===== src/rtl/frx_pkg.sv =====
// ============================================================================
// frx_pkg
// Shared types, command codes and checksum helper for the Fletcher-16
// checked packet receiver.
// ============================================================================
`default_nettype none

package frx_pkg;

   // Packet framing: three checked bytes and then two checksum bytes.
   localparam int unsigned PacketSize  = 5;
   localparam int unsigned PosWidth    = 3;
   localparam logic [PosWidth-1:0] PosCheckHigh = PosWidth'(PacketSize - 2);
   localparam logic [PosWidth-1:0] PosLast      = PosWidth'(PacketSize - 1);

   // Depth of the queue between the front and back parts.
   localparam int unsigned QueueDepth  = 2;

   // Command codes carried in the first byte of a packet.
   localparam logic [7:0] CODE_HEARTBEAT = 8'h01;
   localparam logic [7:0] CODE_FORWARD   = 8'h02;
   localparam logic [7:0] CODE_ROTATE    = 8'h04;
   localparam logic [7:0] CODE_ACK       = 8'h08;
   localparam logic [7:0] CODE_LIFT      = 8'h10;
   localparam logic [7:0] CODE_SCORE     = 8'h20;

   localparam logic [15:0] DropCountMax = 16'hFFFF;

   // Classification reported with each packet.
   typedef enum logic [2:0] {
      KIND_BAD       = 3'd0,
      KIND_HEARTBEAT = 3'd1,
      KIND_ACTION    = 3'd2,
      KIND_ACK       = 3'd3,
      KIND_UNKNOWN   = 3'd4
   } kind_type;

   // One complete packet handed from the front part to the back part.
   typedef struct packed {
      logic [7:0] command;
      logic [7:0] number;
      logic [7:0] payload;
      logic       good;
   } entry_type;

   // Addition modulo 255, where 0xFF counts as zero.
   function automatic logic [7:0] add_mod255(input logic [7:0] a, input logic [7:0] b);
      logic [8:0] s;
      s = {1'b0, a} + {1'b0, b};
      if (s >= 9'd255) s = s - 9'd255;
      if (s >= 9'd255) s = s - 9'd255;
      return s[7:0];
   endfunction

endpackage

`default_nettype wire


===== src/rtl/frx_front.sv =====
// ============================================================================
// frx_front
// Byte framer: tracks the position within a packet, keeps the running
// Fletcher-16 sums and pushes each complete packet with its check result.
// ============================================================================
`default_nettype none

module frx_front (
   input  wire logic             clock,
   input  wire logic             reset,
   input  wire logic             req_valid,
   output logic                  req_ready,
   input  wire logic [7:0]       req_rx_byte,
   input  wire logic             q_full,
   output logic                  push,
   output frx_pkg::entry_type    push_entry
);
   import frx_pkg::*;

   logic [PosWidth-1:0] byte_position_ff, byte_position_in;
   logic [7:0]          sum_low_ff, sum_low_in;
   logic [7:0]          sum_high_ff, sum_high_in;
   logic [7:0]          held_command_ff, held_command_in;
   logic [7:0]          held_number_ff, held_number_in;
   logic [7:0]          held_payload_ff, held_payload_in;
   logic [7:0]          held_check_high_ff, held_check_high_in;
   logic                accept;
   logic                last_byte;

   // Only the final byte needs room in the queue.
   assign last_byte = (byte_position_ff >= PosLast);
   assign req_ready = !last_byte || !q_full;
   assign accept    = req_valid && req_ready;

   // The finished packet goes to the queue together with its check result.
   assign push               = accept && last_byte;
   assign push_entry.command = held_command_ff;
   assign push_entry.number  = held_number_ff;
   assign push_entry.payload = held_payload_ff;
   assign push_entry.good    = ({held_check_high_ff, req_rx_byte} == {sum_high_ff, sum_low_ff});

   // Next state of the framer.
   always_comb begin
      byte_position_in   = byte_position_ff;
      sum_low_in         = sum_low_ff;
      sum_high_in        = sum_high_ff;
      held_command_in    = held_command_ff;
      held_number_in     = held_number_ff;
      held_payload_in    = held_payload_ff;
      held_check_high_in = held_check_high_ff;
      if (accept) begin
         if (byte_position_ff < PosCheckHigh) begin
            case (byte_position_ff)
               PosWidth'(0): held_command_in = req_rx_byte;
               PosWidth'(1): held_number_in  = req_rx_byte;
               default:      held_payload_in = req_rx_byte;
            endcase
            sum_low_in       = add_mod255(sum_low_ff, req_rx_byte);
            sum_high_in      = add_mod255(sum_high_ff, sum_low_in);
            byte_position_in = byte_position_ff + PosWidth'(1);
         end else if (byte_position_ff == PosCheckHigh) begin
            held_check_high_in = req_rx_byte;
            byte_position_in   = byte_position_ff + PosWidth'(1);
         end else begin
            byte_position_in = '0;
            sum_low_in       = '0;
            sum_high_in      = '0;
         end
      end
   end

   // Control registers.
   always_ff @(posedge clock) begin
      if (reset) begin
         byte_position_ff <= '0;
         sum_low_ff       <= '0;
         sum_high_ff      <= '0;
      end else begin
         byte_position_ff <= byte_position_in;
         sum_low_ff       <= sum_low_in;
         sum_high_ff      <= sum_high_in;
      end
   end

   // Held packet bytes need no reset.
   always_ff @(posedge clock) begin
      held_command_ff    <= held_command_in;
      held_number_ff     <= held_number_in;
      held_payload_ff    <= held_payload_in;
      held_check_high_ff <= held_check_high_in;
   end

endmodule

`default_nettype wire


===== src/rtl/frx_queue.sv =====
// ============================================================================
// frx_queue
// Short first-in first-out queue of complete packets between the framer
// and the dispatcher.
// ============================================================================
`default_nettype none

module frx_queue (
   input  wire logic               clock,
   input  wire logic               reset,
   input  wire logic               push,
   input  wire frx_pkg::entry_type push_entry,
   output logic                    full,
   input  wire logic               pop,
   output logic                    not_empty,
   output frx_pkg::entry_type      head_entry
);
   import frx_pkg::*;

   localparam int unsigned PtrWidth = $clog2(QueueDepth);
   localparam int unsigned CntWidth = $clog2(QueueDepth + 1);

   entry_type             store_ff [QueueDepth];
   logic [PtrWidth-1:0]   wr_ptr_ff, wr_ptr_in;
   logic [PtrWidth-1:0]   rd_ptr_ff, rd_ptr_in;
   logic [CntWidth-1:0]   count_ff, count_in;

   assign full       = (count_ff == CntWidth'(QueueDepth));
   assign not_empty  = (count_ff != '0);
   assign head_entry = store_ff[rd_ptr_ff];

   // Pointer and fill level update; the depth is a power of two so the
   // pointers wrap by themselves.
   always_comb begin
      wr_ptr_in = push ? wr_ptr_ff + PtrWidth'(1) : wr_ptr_ff;
      rd_ptr_in = pop  ? rd_ptr_ff + PtrWidth'(1) : rd_ptr_ff;
      count_in  = count_ff;
      if (push && !pop) begin
         count_in = count_ff + CntWidth'(1);
      end else if (pop && !push) begin
         count_in = count_ff - CntWidth'(1);
      end
   end

   always_ff @(posedge clock) begin
      if (reset) begin
         wr_ptr_ff <= '0;
         rd_ptr_ff <= '0;
         count_ff  <= '0;
      end else begin
         wr_ptr_ff <= wr_ptr_in;
         rd_ptr_ff <= rd_ptr_in;
         count_ff  <= count_in;
      end
   end

   // Entry storage.
   always_ff @(posedge clock) begin
      if (push) begin
         store_ff[wr_ptr_ff] <= push_entry;
      end
   end

endmodule

`default_nettype wire


===== src/rtl/frx_back.sv =====
// ============================================================================
// frx_back
// Packet dispatcher: classifies each queued packet, keeps the drop counter
// and the acknowledge sequence number, and holds the result word.
// ============================================================================
`default_nettype none

module frx_back (
   input  wire logic               clock,
   input  wire logic               reset,
   input  wire logic               not_empty,
   input  wire frx_pkg::entry_type head_entry,
   output logic                    pop,
   output logic                    rsp_valid,
   input  wire logic               rsp_ready,
   output logic [2:0]              rsp_kind,
   output logic [7:0]              rsp_command,
   output logic [7:0]              rsp_sender_seq,
   output logic [7:0]              rsp_payload,
   output logic                    rsp_ack_send,
   output logic [7:0]              rsp_ack_sequence,
   output logic [15:0]             rsp_ack_checksum,
   output logic [15:0]             rsp_dropped_count
);
   import frx_pkg::*;

   logic        rsp_valid_ff, rsp_valid_in;
   logic [7:0]  transmit_sequence_ff, transmit_sequence_in;
   logic [15:0] drop_counter_ff, drop_counter_in;
   kind_type    kind_ff, kind_in;
   logic [7:0]  command_ff, number_ff, payload_ff;
   logic        ack_send_ff, ack_send_in;
   logic [7:0]  ack_sequence_ff, ack_sequence_in;
   logic [15:0] ack_checksum_ff, ack_checksum_in;
   logic [7:0]  ack_lo2, ack_hi2, ack_lo3, ack_hi3;

   // A new word is taken when the result register is empty or being emptied.
   assign pop = not_empty && (!rsp_valid_ff || rsp_ready);

   // Fletcher-16 of the acknowledge code, our sequence and the packet number.
   // After the code byte both sums equal the code itself.
   always_comb begin
      ack_lo2 = add_mod255(CODE_ACK, transmit_sequence_ff);
      ack_hi2 = add_mod255(CODE_ACK, ack_lo2);
      ack_lo3 = add_mod255(ack_lo2, head_entry.number);
      ack_hi3 = add_mod255(ack_hi2, ack_lo3);
   end

   // Classification and state update for the word at the head of the queue.
   always_comb begin
      kind_in              = KIND_BAD;
      ack_send_in          = 1'b0;
      ack_sequence_in      = '0;
      ack_checksum_in      = '0;
      transmit_sequence_in = transmit_sequence_ff;
      drop_counter_in      = drop_counter_ff;
      if (!head_entry.good) begin
         if (drop_counter_ff != DropCountMax) begin
            drop_counter_in = drop_counter_ff + 16'd1;
         end
      end else begin
         case (head_entry.command)
            CODE_HEARTBEAT: kind_in = KIND_HEARTBEAT;
            CODE_FORWARD, CODE_ROTATE, CODE_LIFT, CODE_SCORE: begin
               kind_in              = KIND_ACTION;
               ack_send_in          = 1'b1;
               ack_sequence_in      = transmit_sequence_ff;
               ack_checksum_in      = {ack_hi3, ack_lo3};
               transmit_sequence_in = transmit_sequence_ff + 8'd1;
            end
            CODE_ACK:       kind_in = KIND_ACK;
            default:        kind_in = KIND_UNKNOWN;
         endcase
      end
   end

   // Result register handshake.
   always_comb begin
      if (pop) begin
         rsp_valid_in = 1'b1;
      end else if (rsp_ready) begin
         rsp_valid_in = 1'b0;
      end else begin
         rsp_valid_in = rsp_valid_ff;
      end
   end

   always_ff @(posedge clock) begin
      if (reset) begin
         rsp_valid_ff         <= 1'b0;
         transmit_sequence_ff <= '0;
         drop_counter_ff      <= '0;
      end else begin
         rsp_valid_ff <= rsp_valid_in;
         if (pop) begin
            transmit_sequence_ff <= transmit_sequence_in;
            drop_counter_ff      <= drop_counter_in;
         end
      end
   end

   // Result payload; loaded only when a word is taken.
   always_ff @(posedge clock) begin
      if (pop) begin
         kind_ff         <= kind_in;
         command_ff      <= head_entry.command;
         number_ff       <= head_entry.number;
         payload_ff      <= head_entry.payload;
         ack_send_ff     <= ack_send_in;
         ack_sequence_ff <= ack_sequence_in;
         ack_checksum_ff <= ack_checksum_in;
      end
   end

   assign rsp_valid         = rsp_valid_ff;
   assign rsp_kind          = kind_ff;
   assign rsp_command       = command_ff;
   assign rsp_sender_seq    = number_ff;
   assign rsp_payload       = payload_ff;
   assign rsp_ack_send      = ack_send_ff;
   assign rsp_ack_sequence  = ack_sequence_ff;
   assign rsp_ack_checksum  = ack_checksum_ff;
   assign rsp_dropped_count = drop_counter_ff;

endmodule

`default_nettype wire


===== src/rtl/fletcher_packet_receiver_unit.sv =====
// Result path: the fifth byte of a packet goes into the packet queue, and the
// result register is loaded from the queue head once that register is free.
// Throughput: one byte per cycle; the framer only stalls on a packet's last byte
// when the two-entry packet queue is full.
// Reset: synchronous, active high; clears packet position, sums, sequence number,
// drop counter and the queue. Held packet bytes are not reset.
// ============================================================================
// fletcher_packet_receiver_unit
// Deframes 5-byte packets with a Fletcher-16 check, classifies them and
// reports acknowledge details and the dropped-packet count.
// ============================================================================
`default_nettype none

module fletcher_packet_receiver_unit (
   input  wire logic        clock,
   input  wire logic        reset,
   input  wire logic        req_valid,
   output logic             req_ready,
   input  wire logic [7:0]  req_rx_byte,
   output logic             rsp_valid,
   input  wire logic        rsp_ready,
   output logic [2:0]       rsp_kind,
   output logic [7:0]       rsp_command,
   output logic [7:0]       rsp_sender_seq,
   output logic [7:0]       rsp_payload,
   output logic             rsp_ack_send,
   output logic [7:0]       rsp_ack_sequence,
   output logic [15:0]      rsp_ack_checksum,
   output logic [15:0]      rsp_dropped_count
);
   import frx_pkg::*;

   logic      push;
   logic      q_full;
   logic      pop;
   logic      q_not_empty;
   entry_type push_entry;
   entry_type head_entry;

   // Front part: framing and checksum.
   frx_front u_front (
      .clock       (clock),
      .reset       (reset),
      .req_valid   (req_valid),
      .req_ready   (req_ready),
      .req_rx_byte (req_rx_byte),
      .q_full      (q_full),
      .push        (push),
      .push_entry  (push_entry)
   );

   // Packet queue between the two parts.
   frx_queue u_queue (
      .clock      (clock),
      .reset      (reset),
      .push       (push),
      .push_entry (push_entry),
      .full       (q_full),
      .pop        (pop),
      .not_empty  (q_not_empty),
      .head_entry (head_entry)
   );

   // Back part: classification and result register.
   frx_back u_back (
      .clock             (clock),
      .reset             (reset),
      .not_empty         (q_not_empty),
      .head_entry        (head_entry),
      .pop               (pop),
      .rsp_valid         (rsp_valid),
      .rsp_ready         (rsp_ready),
      .rsp_kind          (rsp_kind),
      .rsp_command       (rsp_command),
      .rsp_sender_seq    (rsp_sender_seq),
      .rsp_payload       (rsp_payload),
      .rsp_ack_send      (rsp_ack_send),
      .rsp_ack_sequence  (rsp_ack_sequence),
      .rsp_ack_checksum  (rsp_ack_checksum),
      .rsp_dropped_count (rsp_dropped_count)
   );

endmodule

`default_nettype wire


===== config.mk =====
export PLATFORM = sky130hd
export DESIGN_NAME = fletcher_packet_receiver_unit
export DESIGN_NICKNAME = d
export VERILOG_FILES = /design/src/rtl/frx_pkg.sv /design/src/rtl/frx_front.sv /design/src/rtl/frx_queue.sv /design/src/rtl/frx_back.sv /design/src/rtl/fletcher_packet_receiver_unit.sv
export SDC_FILE = /design/constraint.sdc
export NUM_CORES = 1
export LEC_CHECK = 0
export ABC_AREA = 1
export BUFFER_PORTS_ARGS = -buffer_cell sky130_fd_sc_hd__buf_2
export CAP_MARGIN = 25
export CORE_ASPECT_RATIO = 2
export CORE_MARGIN = 2
export CORE_UTILIZATION = 58
export DETAILED_ROUTE_END_ITERATION = 6
export GPL_TIMING_DRIVEN = 0
export PLACE_DENSITY_LB_ADDON = 0.15
export REMOVE_ABC_BUFFERS = 1
export SLEW_MARGIN = 20
export SYNTH_ARGS = -nofsm -noshare
export SYNTH_HDL_FRONTEND = slang
export SYNTH_SLANG_ARGS = --single-unit

===== constraint.sdc =====
create_clock -name clock -period 17.35 [get_ports clock]
set_input_delay 3.47 -clock clock [delete_from_list [all_inputs] [get_ports clock]]
set_output_delay 3.47 -clock clock [all_outputs]
set_load 0.02 [all_outputs]

# Word-level counts from Yosys, hierarchy flattened
# Memory sizes are Yosys's and may differ from the RTL's. A register that Yosys moved wholly into a read port is not among the register bits.
# Index checks and enable logic that the tools add are counted.
word_totals:
  register_bits: 132
  ram_bits: 50
  mem_count: 1
classes:
  n_addsub: 25
  order_cmp: 14
  n_eq_ne: 12
  n_mux: 33
  n_bitwise: 3
  n_reduce_logical: 26
mem_list:
  columns: ["name", "depth", "word_bits", "rd", "rd_ports_with_merged_regs", "wr", "line", "source"]
  rows:
  - ["u_queue.store_ff", 2, 25, 1, 1, 1, "frx_queue.sv:23", "entry_type store_ff [QueueDepth];"]
ops:
  columns: ["cell", "count"]
  rows:
  - ["$ge 9x8->1 const B", 12]
  - ["$mux 9", 10]
  - ["$mux 8", 11]
  - ["$sub 9x8->9 const B", 6]
  - ["$sub 8x8->8 const B", 6]
  - ["$add 8x8->9", 4]
  - ["$add 4x8->9 const A", 2]
  - ["$reduce_and 3->1", 6]
  - ["$add 16x1->16 const B", 1]
  - ["$eq 16x16->1", 1]
  - ["$ne 16x16->1 const B", 1]
  - ["$pmux 3 s3", 1]
  - ["$add 8x1->8 const B", 1]
  - ["$eq 8x1->1 const B", 1]
  - ["$eq 8x2->1 const B", 1]
  - ["$eq 8x3->1 const B", 1]
  - ["$eq 8x4->1 const B", 1]
  - ["$eq 8x5->1 const B", 1]
  - ["$eq 8x6->1 const B", 1]
  - ["$mux 1", 7]
  - ["$mux 3", 2]
  - ["$reduce_bool 2->1", 3]
  - ["$logic_and 1x1->1", 5]
  - ["$logic_not 1->1", 5]
  - ["other kinds (17)", 23]

# Depth between registers and ports, before layout
logic_depth:
  ltp_word: 17
  ltp_mapped: 70
  ltp_nobuf: 69

# By module
# Synthesis repeated with hierarchy kept, for this count alone.
hier_totals:
  hier_cells: 1373
  hier_area_um2: 12056.6
by_module_without_submodules:
  columns: ["mod", "n_inst", "cells_per_inst", "area_each_um2", "seq_area_each_um2"]
  rows:
  - ["frx_back", 1, 756, 6005.8, 2062.0]
  - ["frx_front", 1, 506, 3915.0, 1341.3]
  - ["frx_queue", 1, 111, 2135.8, 1601.5]

# Least setup slack after synthesis
# No wires, ideal clock.
synth_timing:
  path_kind: "input-to-reg"
  start: "in req_rx_byte[0]"
  end: "reg u_front.sum_high_ff[3]"
  arrival_time_ns: 9.831
  slack_ns: 7.449
  path_stages: 43
  path_buffers: 1
  path_cell_list: "ha_1 > fa_1 > nand3_1 > nand3_1 > a21oi_1 > o21ai_0 > xnor2_1 > nor3_1 > ha_1 > nor2_1 > nand2_2 > xor2_1 > inv_1 > ha_1 > nand2_1 > nor2_1 > nand4_1 > nand3_2 > [... 7 more ...] > a21oi_1 > o21bai_1 > xor2_1 > nor3_1 > ha_1 > nor2_1 > nand2_1 > xor2_1 > ha_1 > nand2_1 > nor2_1 > nand4_1 > nand3_1 > buf_2 > nand2_1 > nand2_1 > nand3_1 > a21oi_1"
synth_via:
  elab_chain_len: 17
synth_rtl:
  columns: ["item", "line", "source"]
  rows:
  - ["start, declared", "fletcher_packet_receiver_unit.sv:19", "input wire logic [7:0] req_rx_byte,"]
  - ["$add 8x8->9 *", "frx_pkg.sv:49", "s = {1'b0, a} + {1'b0, b};"]
  - ["$sub 9x8->9 or $ge 9x8->1 (tied branches)", "frx_pkg.sv:50", "if (s >= 9'd255) s = s - 9'd255;"]
  - ["$mux 9 *", "frx_pkg.sv:50", null]
  - ["$mux 9 *", "frx_front.sv:52", "if (byte_position_ff < PosCheckHigh) begin"]
  - ["$mux 9 *", "frx_front.sv:51", "if (accept) begin"]
  - ["$sub 8x8->8 or $ge 9x8->1 (tied branches)", "frx_pkg.sv:51", "if (s >= 9'd255) s = s - 9'd255;"]
  - ["$mux 8 *", "frx_pkg.sv:51", null]
  - ["$mux 8 *", "frx_front.sv:52", null]
  - ["$mux 8 *", "frx_front.sv:51", null]
  - ["$add 8x8->9 *", "frx_pkg.sv:49", null]
  - ["$sub 9x8->9 or $ge 9x8->1 (tied branches)", "frx_pkg.sv:50", null]
  - ["$mux 9 *", "frx_pkg.sv:50", null]
  - ["$mux 9 *", "frx_front.sv:52", null]
  - ["$mux 9 *", "frx_front.sv:51", null]
  - ["$sub 8x8->8 or $ge 9x8->1 (tied branches)", "frx_pkg.sv:51", null]
  - ["$mux 8 *", "frx_pkg.sv:51", null]
  - ["$mux 8 *", "frx_front.sv:52", null]
  - ["end signal, assigned", "frx_front.sv:81", "sum_high_ff <= sum_high_in;"]
  - ["end, declared", "frx_front.sv:22", "logic [7:0] sum_high_ff, sum_high_in;"]
# Mark *: on every way between the ends. The rest lies on a longest branch, timed or not. The select of a mux whose other input is x is not followed.
# A chain may end at the register's enable or synchronous reset.

# Worst setup path in the final report
layout_timing:
  start: "in req_rx_byte[0]"
  end: "reg u_front.sum_high_ff[4]"
# Same word-level chain as after synthesis.

==> impl_summary.md <==
Run status
The run finished with clean final reports.

Finish
Once layout is complete, the cells apart from fillers number 1,691. The final antenna diode count is 0. In the layout the commonest cells are sky130_fd_sc_hd__nand2_1 (298), sky130_fd_sc_hd__inv_1 (184), sky130_fd_sc_hd__edfxtp_1 (134). The number of nets in the layout is 1,501. The most common cell after layout, fill and taps aside is sky130_fd_sc_hd__nand2_1.

In the final layout, the share of cells above drive strength 1 is 14.4%. The layout overhead on the synthesized area is 11.5%.

STA
The number of hold violations in the final report is 0. The max-slew violation count was 0. Setup repair after global routing left no endpoint under its margin. Across all hold checks on the routed design, the worst slack comes to roughly 450 ps. For the final routed database, the setup TNS stands at 0 ps. The remaining max-slew budget at the tightest pin is approximately 34%. The number of failing setup endpoints in the final timing report is 0. After layout, the worst path uses 64.4% of the clock period. The worst path in the final design needs a cycle of 11,180 ps, including I/O delays and setup. The measured slew at the worst slew-check pin is 985 ps. Derived from the worst setup path, the maximum achievable clock frequency is a little under 90 MHz. The worst-case clock skew is 15.5 ps.

Synthesis
The mapped netlist covers ~11,000 µm². Yosys printed 0 warnings. Averaged over all synthesized cells, the footprint is about 8.4 µm². The part of the Yosys area used for sequential elements is 44.8%. In the post-synthesis netlist, the biggest area contributors are sky130_fd_sc_hd__edfxtp_1 (36%), sky130_fd_sc_hd__nand2_1 (10%), sky130_fd_sc_hd__dfxtp_1 (8.8%), sky130_fd_sc_hd__ha_1 (6.9%), sky130_fd_sc_hd__inv_1 (6.2%).

The number of flip-flops and latches in the synthesized netlist is approximately 180. The most used flip-flop cell after synthesis is sky130_fd_sc_hd__edfxtp_1. The share of async-settable or async-resettable flops after synthesis is 0%. The instance count of the mapped netlist is 1,337. The share of synthesized area in the top cell type comes to 36.0%. The cell type with the largest total area after synthesis is sky130_fd_sc_hd__edfxtp_1.

The number of synthesized flops with an enable pin is about 130. Yosys mapped the design onto 48 distinct sky130hd cell types.

Detailed routing
The detailed router finished its first iteration with 298 violations. The average via count per standard cell is 5.26. For this run, design rule violations remaining after detail routing come to 0. The detailed-routing iteration count for the pre-antenna-repair pass is 5. The average detailed-routed wire length per instance is approximately 14 µm. The number of nets still failing antenna checks after routing is 0. The total vias in the final route is 8,894. The post-detailed-routing wire length is 24.1 mm.

Setup path
Along the worst path, the maximum fanout reaches 12. The required time at the worst-slack endpoint is 17,720 ps. By instance count, the cell type seen most on the critical path is sky130_fd_sc_hd__nand2_1.

For this design, the slowest cell found on the critical path is sky130_fd_sc_hd__fa_1. The endpoint class of the critical path is a flop. The startpoint identified for the worst register-to-register timing path is u_back.transmit_sequence_ff[3]. The number of buffer and inverter instances along the worst setup path is 4. The worst setup path is launched from a primary input. The critical path's largest stage delay is around 430 ps. The cell family contributing the most delay on the critical path is simple AND/OR/NAND/NOR gates. The worst register-to-register path ends at u_back.rsp_ack_checksum[10]. Across all register-to-register paths, the minimum setup slack is between 6000 and 7000 ps.

At the worst endpoint, the arrival time is 11,550 ps. The critical path class is primary input to flop. The worst reg2reg path depth is 64.

Global route
The largest net degree at the start of global routing is 29. The number of antenna violations at the first check in global routing is 0. The global-route wire length before repair is around 40 mm. The global-route congestion overflow total is 0. The via count of the first global-routing pass is 8,786.

For this run, the total global-route usage over all layers was measured as 24.7%.

Clocking
The number of hold buffers added after CTS was 0. The number of post-CTS setup repair buffers is 0. The longest clock path from root to sink contains 2 buffers. The clock latency at the later pin of the worst-skew pair is 450 ps. The clock transition at the registers of the reported paths is roughly 70 ps. TritonCTS built the clock tree. The number of clock sinks seen by CTS is roughly 180. The number of buffers added by the clock tree synthesis step is 17. The tree is rooted in a sky130_fd_sc_hd__clkbuf_16.

The number of gates resized after CTS was 0. The number of H-tree branching levels is 4.

Placement
Counting tap cells, the placed design contains a total of 1,659 instances. The placed wire-length estimate after detailed placement is around 19 mm. The routability-driven placement congestion ratio is 0.916. The port buffer count is 81.

Pwr
The internal power component is roughly 1.1 mW. In this run, flip-flops and latches consume 31.3% of the power. The analysis attributes to cell leakage a power of 5.47 nW. The power consumption is 1.99 mW. The switching share of total power is 44.9%.

For this design the total switching power over the nets is 895 µW. For this design the ratio of total power to cell area is 160 nW/µm². The proportion of power drawn by combinational gates is 50.6%. The clock network fraction of design power is 18.1%. VDD sags by at most 0.130 mV.

Hold path
Along the worst hold path, the cell count comes to 0. The startpoint identified for the worst hold timing path is u_front.held_number_ff[4]. In this run the worst hold path is classified as flop to flop. The worst min-delay path endpoint is u_queue.store_ff[1][13].

Floorplanning
The die is between 100 and 150 µm wide. The number of core rows is 71. The die outline height is 200 µm. The number of top-level design ports is 82. For this configuration, the core starts out at a cell density of 59.3%. The placeable core region is 18,800 µm². The area enclosed by the die boundary is 20,500 µm².

Job
Max-cap violations in this run came to 0.
==> area by class of cell <==
class / instances / area, µm²
multi-input cells: 939 / 5390
repair buffers: 84 / 465
clock inverters: 14 / 120
clock buffers: 18 / 429
fillers: 1631 / 6370
inverters: 198 / 743
flip-flops and latches: 183 / 5000
well taps: 255 / 319
==> flip-flops by register name (all words and copies together), names as in the netlist, named ones only <==
| register | count |
|---|---|
| u_back.rsp_ack_checksum | 16 |
| u_back.rsp_ack_send | 1 |
| u_back.rsp_ack_sequence | 8 |
| u_back.rsp_command | 8 |
| u_back.rsp_dropped_count | 16 |
| u_back.rsp_kind | 3 |
| u_back.rsp_payload | 8 |
| u_back.rsp_sender_seq | 8 |
| u_back.rsp_valid | 1 |
| u_back.transmit_sequence_ff | 8 |
| u_front.byte_position_ff | 3 |
| u_front.held_check_high_ff | 8 |
| u_front.held_command_ff | 8 |
| u_front.held_number_ff | 8 |
| u_front.held_payload_ff | 8 |
| u_front.sum_high_ff | 8 |
| u_front.sum_low_ff | 8 |
| u_queue.count_ff | 2 |
| u_queue.rd_ptr_ff | 1 |
| u_queue.store_ff | 50 |
| u_queue.wr_ptr_ff | 1 |
==> worst reg2reg max path: cells and delay by family, from the launching register on <==
family                     cells  cell delay (ps)
DFF                            1              410
AOI/OAI and AO/OA             11             2330
xor gates and xnor gates       4             1040
buffers and inverters          6              560
and+or+nand+nor               36             4540
adders and majority gates      7             1830
==> per-layer routing <==
metal	up-vias	wire length (µm)	track usage [%]
met2	139	14100	49.0
met4	0	967	11.6
li1	4583	-	-
met5	-	0	0
met3	51	700	4.78
met1	4121	8380	22.6
==> kinds of logic after synthesis <==
family	count (synthesis)	synth area share [%]
simple gates	637	26.8
buf+inv	215	7.28
flops	183	44.8
compound gates	165	7.90
xor+xnor	70	5.49
fa+ha+maj	66	7.66
mux	1	0.0896
==> how the worst max path moves through the flow <==
stage | start | to | slack, ps | depth (start not counted)
2_1_floorplan | req_rx_byte[0] | u_front.sum_high_ff[4] | 7370 | 42
3_3_place_gp | req_rx_byte[0] | u_front.sum_high_ff[4] | 5970 | 43
3_5_place_dp | req_rx_byte[0] | u_front.sum_high_ff[4] | 5790 | 43
4_1_cts | req_rx_byte[0] | u_front.sum_high_ff[4] | 6210 | 43
5_1_grt | u_back.transmit_sequence_ff[3] | u_back.rsp_ack_checksum[10] | 5120 | 65
6_report | req_rx_byte[0] | u_front.sum_high_ff[4] | 6170 | 43
==> power groups by stage <==
stage	Clock [mW]	Sequential [mW]	Combinational (mW)
2_1_floorplan	0	0.714	0.659
3_3_place_gp	0	0.642	0.969
3_5_place_dp	0	0.634	1.01
4_1_cts	0.367	0.624	1.01
5_1_grt	0.382	0.633	1.14
6_report	0.360	0.624	1.01
==> stage by stage <==
stage | instance area (µm²) | utilization [%] | setup WS [ps]
floorplan | 11100 | - | 7370
global placement | 11800 | 62.8 | 5970
detailed placement | 11900 | 63.3 | 5790
CTS | 12500 | 66.2 | 6210
global route | 12500 | 66.2 | 5120
finish | 12500 | 66.2 | 6170
==> synthesized netlist by cell type, drive strengths merged (2+ instances only) <==
library cell  instances
a21oi                85
o211ai                3
o21ai                60
nor3                 29
nand3                91
buf                   5
clkbuf               12
nand2               340
o21a                  2
fa                    4
inv                 195
a31oi                 3
xor2                 53
o2111ai               2
nor3b                 2
nor2                120
ha                   62
or2                  16
nand3b                2
edfxtp              134
dfxtp                49
a211oi                3
nand4                29
nor4                  7
o21bai                3
xnor2                17
clkinv                3
Note: power is estimated with default switching activity, not from simulation.
